==> src/hdl/srdc_pkg.sv <==
// Shared types and constants for the sliding range distinct counter.
package srdc_pkg;

	// Fixed payload widths
	localparam int POS_W   = 12;
	localparam int VAL_W   = 12;
	localparam int BOUND_W = 13;
	localparam int OUT_W   = 13;

	// Input command codes
	localparam logic CMD_LOAD  = 1'b0;
	localparam logic CMD_QUERY = 1'b1;

	// Controller states
	typedef enum logic [3:0] {
		ST_CLEAR,
		ST_IDLE,
		ST_L_CHK,
		ST_L_CRD,
		ST_L_CWR,
		ST_L_NRD,
		ST_L_NWR,
		ST_PICK,
		ST_Q_CRD,
		ST_Q_CWR,
		ST_RESULT
	} state_t;

	// Commands from controller to datapath
	typedef struct packed {
		logic clear_en;     // write zero at the sweep address
		logic capture;      // latch the accepted transaction
		logic rd_load;      // element read at the load position
		logic set_down;     // next count update removes an occurrence
		logic set_up;       // next count update adds an occurrence
		logic ld_write;     // write the loaded value into the element store
		logic pick;         // move one window edge by one position
		logic cnt_rd_elem;  // count read at the value just read from the store
		logic cnt_rd_new;   // count read at the loaded value
		logic cnt_write;    // write back the updated count
		logic result;       // load the output register
	} ctl_t;

	// Status from datapath to controller
	typedef struct packed {
		logic clr_done;
		logic pos_ok;
		logic in_win;
		logic bad;
		logic move_any;
		logic out_busy;
	} sts_t;

endpackage

==> src/hdl/srdc_ctrl.sv <==
// Controller state machine of the sliding range distinct counter.
module srdc_ctrl (
	input  logic             clk,
	input  logic             arst_n,
	input  logic             in_valid,
	input  logic             cmd,
	output logic             in_ready,
	input  srdc_pkg::sts_t   sts,
	output srdc_pkg::ctl_t   ctl
);
	import srdc_pkg::*;

	state_t state_q, state_nx;

	always_ff @(posedge clk or negedge arst_n) begin
		if (!arst_n) begin
			state_q <= ST_CLEAR;
		end else begin
			state_q <= state_nx;
		end
	end

	// Next state
	always_comb begin
		state_nx = state_q;
		case (state_q)
			ST_CLEAR: begin
				if (sts.clr_done) state_nx = ST_IDLE;
			end
			ST_IDLE: begin
				if (in_valid) begin
					state_nx = (cmd == CMD_LOAD) ? ST_L_CHK : ST_PICK;
				end
			end
			ST_L_CHK: begin
				state_nx = sts.in_win ? ST_L_CRD : ST_IDLE;
			end
			ST_L_CRD:  state_nx = ST_L_CWR;
			ST_L_CWR:  state_nx = ST_L_NRD;
			ST_L_NRD:  state_nx = ST_L_NWR;
			ST_L_NWR:  state_nx = ST_IDLE;
			ST_PICK: begin
				if (sts.bad || !sts.move_any) begin
					state_nx = ST_RESULT;
				end else begin
					state_nx = ST_Q_CRD;
				end
			end
			ST_Q_CRD:  state_nx = ST_Q_CWR;
			ST_Q_CWR:  state_nx = ST_PICK;
			ST_RESULT: begin
				if (!sts.out_busy) state_nx = ST_IDLE;
			end
			default:   state_nx = ST_CLEAR;
		endcase
	end

	// Outputs
	always_comb begin
		ctl      = '0;
		in_ready = 1'b0;
		case (state_q)
			ST_CLEAR: ctl.clear_en = 1'b1;
			ST_IDLE: begin
				in_ready    = 1'b1;
				ctl.capture = in_valid;
			end
			ST_L_CHK: begin
				ctl.rd_load  = 1'b1;
				ctl.set_down = 1'b1;
				ctl.ld_write = sts.pos_ok && !sts.in_win;
			end
			ST_L_CRD: ctl.cnt_rd_elem = 1'b1;
			ST_L_CWR: ctl.cnt_write   = 1'b1;
			ST_L_NRD: begin
				ctl.cnt_rd_new = 1'b1;
				ctl.set_up     = 1'b1;
			end
			ST_L_NWR: begin
				ctl.cnt_write = 1'b1;
				ctl.ld_write  = 1'b1;
			end
			ST_PICK: begin
				ctl.pick = !sts.bad && sts.move_any;
			end
			ST_Q_CRD:  ctl.cnt_rd_elem = 1'b1;
			ST_Q_CWR:  ctl.cnt_write   = 1'b1;
			ST_RESULT: ctl.result      = !sts.out_busy;
			default:   ctl = '0;
		endcase
	end
endmodule

==> config.mk <==
export PLATFORM = sky130hd
export DESIGN_NAME = srdc_ctrl
export DESIGN_NICKNAME = d
export VERILOG_FILES = /design/src/hdl/srdc_pkg.sv /design/src/hdl/srdc_ctrl.sv
export SDC_FILE = /design/constraint.sdc
export NUM_CORES = 1
export LEC_CHECK = 0
export ABC_AREA = 1
export BUFFER_PORTS_ARGS = -buffer_cell sky130_fd_sc_hd__clkbuf_2
export CAP_MARGIN = 0
export CORE_AREA = 2 2 39 41
export CTS_CLUSTER_SIZE = 12
export DETAILED_ROUTE_END_ITERATION = 10
export DIE_AREA = 0 0 41 43
export GPL_TIMING_DRIVEN = 1
export SKIP_CTS_REPAIR_TIMING = 1
export SLEW_MARGIN = 20
export SYNTH_ARGS = -nofsm -noshare
export SYNTH_HDL_FRONTEND = slang
export SYNTH_SLANG_ARGS = --single-unit
==> constraint.sdc <==
create_clock -name clk -period 1.2 [get_ports clk]
set_input_delay 0.06 -clock clk [delete_from_list [all_inputs] [get_ports clk]]
set_output_delay 0.06 -clock clk [all_outputs]
set_load 0.1 [all_outputs]
==> results by group <==
Yosys
  • Complex-gate fraction of the synthesized area: 9.73%
  • Simple-Gate Fraction of Synth Area: 52.3%
  • Mapped Area: 412 sq um
  • Gate Count Post-Synth: 67
  • XOR/XNOR share of the synthesized area: 0%
  • Synth Register Bits: 4
  • Avg Inst Size Synth: 6.14 sq um
  • Synth cell types: 18
  • Post-synthesis sequential area ratio: 24.3%
  • Syn_nets: 77
  • YS warnings: 0
  • Proportion of synthesized area in mux cells: 0%
  • Post-synthesis adder-cell area fraction: 0%
  • Main combinational cell family by area after synthesis: simple AND/OR/NAND/NOR gates

Floorplan
  • FP Rows: 14
  • Core Box Area: 1380 sq um
  • Die X: 41 um
  • Die H: 43 um
  • Die area: 1760 sq um
  • I/O pin cnt: 22
  • Starting Density: 29.7%

STA
  • Clk_skew: 0.00284 ns
  • Slew at the pin closest to its max-slew limit: 0.231 ns
  • Period Utilization, post-route: 120%
  • Pins Over Slew Limit: 0
  • Max Freq: 695 MHz
  • Crit path time final: 1.44 ns
  • Final WS setup: -0.239 ns
  • Unrepaired setup endpoints after global routing: yes
  • Final setup viols: 15
  • Slew margin rel.: 84.6%
  • Hold Vio Cnt, Final: 0

CTS
  • TritonCTS clock tree: done
  • Deepest clock path buffer count: 2
  • Clock Pin Slew Worst Setup and Hold Paths: 0.04 ns
  • Skew-Pair Late Insertion Delay: 0.23 ns
  • Clock sink count: 4
  • Root buf cell: clkbuf_4
  • CTS H-tree lvls: 1
  • Num CTS Buffers: 3

Finish
  • Antenna Cells: 0
  • Max reg flops: 4
  • Top Registers: state_q x4
  • Area growth, synth to finish: 131%
  • # nets final: 116
  • Layout cells sized above 1: 66.7%
  • Most flop-heavy register: state_q
  • Post-layout util: 68.8%
  • # fillers: 108

Route
  • Post-Route WL: 1.18 mm
  • Post-DRT Antenna Nets: 0
  • DR pass1 iterations: 4
  • Wirelength per Cell: 9.79 um
  • Vias per cell: 4.41
  • Routed vias: 534
  • # DRC: 0
  • Drt initial violations: 17

Global route
  • Largest net degree at the start of global routing: 7
  • First-pass GRT wire length: 2.04 mm
  • GRT Overall Usage: 17.5%
  • Initial antenna violation count: 0
  • GRT overflow: 0
  • Vias in the first global route: 505

Run
  • Max_cap viols: 0

Critical path
  • Crit-path max FO: 6
  • Worst EP arrival: 1.38 ns
  • Startpoint types: flip-flop
  • Endpoint class of the critical path: primary output
  • Setup CP Type: reg2out
  • Req. time, crit path: 1.14 ns

Run status
  • Failing checks: negative setup slack
  • Status: complete, but fails checks

Place
  • Port bufs: 21
  • HPWL after DPL: 1.05 mm
  • GP Congestion: 0.915

Min path
  • Worst hold path class: in2reg
==> final cells by class <==
| class | count | area (sq um) | share of cell area, % |
|---|---|---|---|
| clock buffer | 4 | 26.3 | 2.76 |
| multi-input combinational | 50 | 353 | 37.1 |
| timing repair buffer | 36 | 404 | 42.4 |
| tap | 16 | 20.0 | 2.10 |
| inverter | 11 | 45.0 | 4.73 |
| sequential | 4 | 104 | 10.9 |
==> worst max-delay path: stages, from the launching register on <==
cell     delay (ns)
dfrtp_2        0.42
nor2_4         0.20
nand2_4        0.09
o31ai_4        0.22
buf_12         0.21
==> Yosys cell counts <==
master,number,area share (%)
nor2_1,7,6.4
dfrtp_1,4,24
nor2_2,6,9.1
o21ai_0,2,2.4
inv_2,6,5.5
o21ai_1,1,1.2
nand2_1,19,17
nand3_1,5,6.1
o31ai_2,1,3.0
nor3_1,2,2.4
buf_4,2,3.6
a21oi_1,1,1.2
o211ai_1,1,1.8
nor2_4,1,2.7
nand2_2,1,1.5
nand3b_1,1,1.8
inv_1,5,4.6
nand3_2,2,4.9
==> through the flow <==
stage	hold slack, ns	setup TNS [ns]	cell area, sq um	worst slack [ns]	instances
4_1_cts	-0.386	-2.91	915	-0.334	118
3_3_place_gp	-0.134	-0.0334	888	-0.0334	114
3_5_place_dp	-0.132	-0.148	888	-0.0769	114
2_1_floorplan	-0.236	-2.70	524	-0.474	67
6_report	0.146	-2.56	952	-0.239	121
5_1_grt	0.151	-3.66	952	-0.309	121
==> layer usage <==
layer	GRT usage, %	routed length [um]
met3	3.14	36
met5	0	0
met4	12.0	0
met2	25.3	663
met1	22.2	484
==> kinds of logic after synthesis <==
| family | Yosys count |
|---|---|
| simple gates | 44 |
| buf+inv | 13 |
| compound gates | 6 |
| flops | 4 |
==> final timing paths <==
kind / startpoint / endpoint / slack (ns) / depth (start not counted)
worst max-delay path: state_q[2] / ctl[5] / -0.24 / 4
worst min register to register: state_q[1] / state_q[0] / 0.68 / 4
min in group asynchronous: arst_n / state_q[0] / 0.17 / 2
max in group asynchronous: arst_n / state_q[3] / 0.90 / 2
worst min-delay path: sts[0] / state_q[3] / 0.15 / 3
worst max register to register: state_q[2] / state_q[1] / -0.07 / 8
==> layout by cell type (no fill, tap or decap), drive strengths merged <==
master and count:
nand3b 1, buf 26, nand3 7, clkbuf 13, nor3 2, a21oi 1
dlygate4sd3 1, o21ai 3, nor2 14, o211ai 1, inv 10, nand2 20
o31ai 1, dfrtp 4, clkinvlp 1
Power is not shown: default switching activity piles up to over one toggle a cycle in this logic, so the estimate is an artifact.
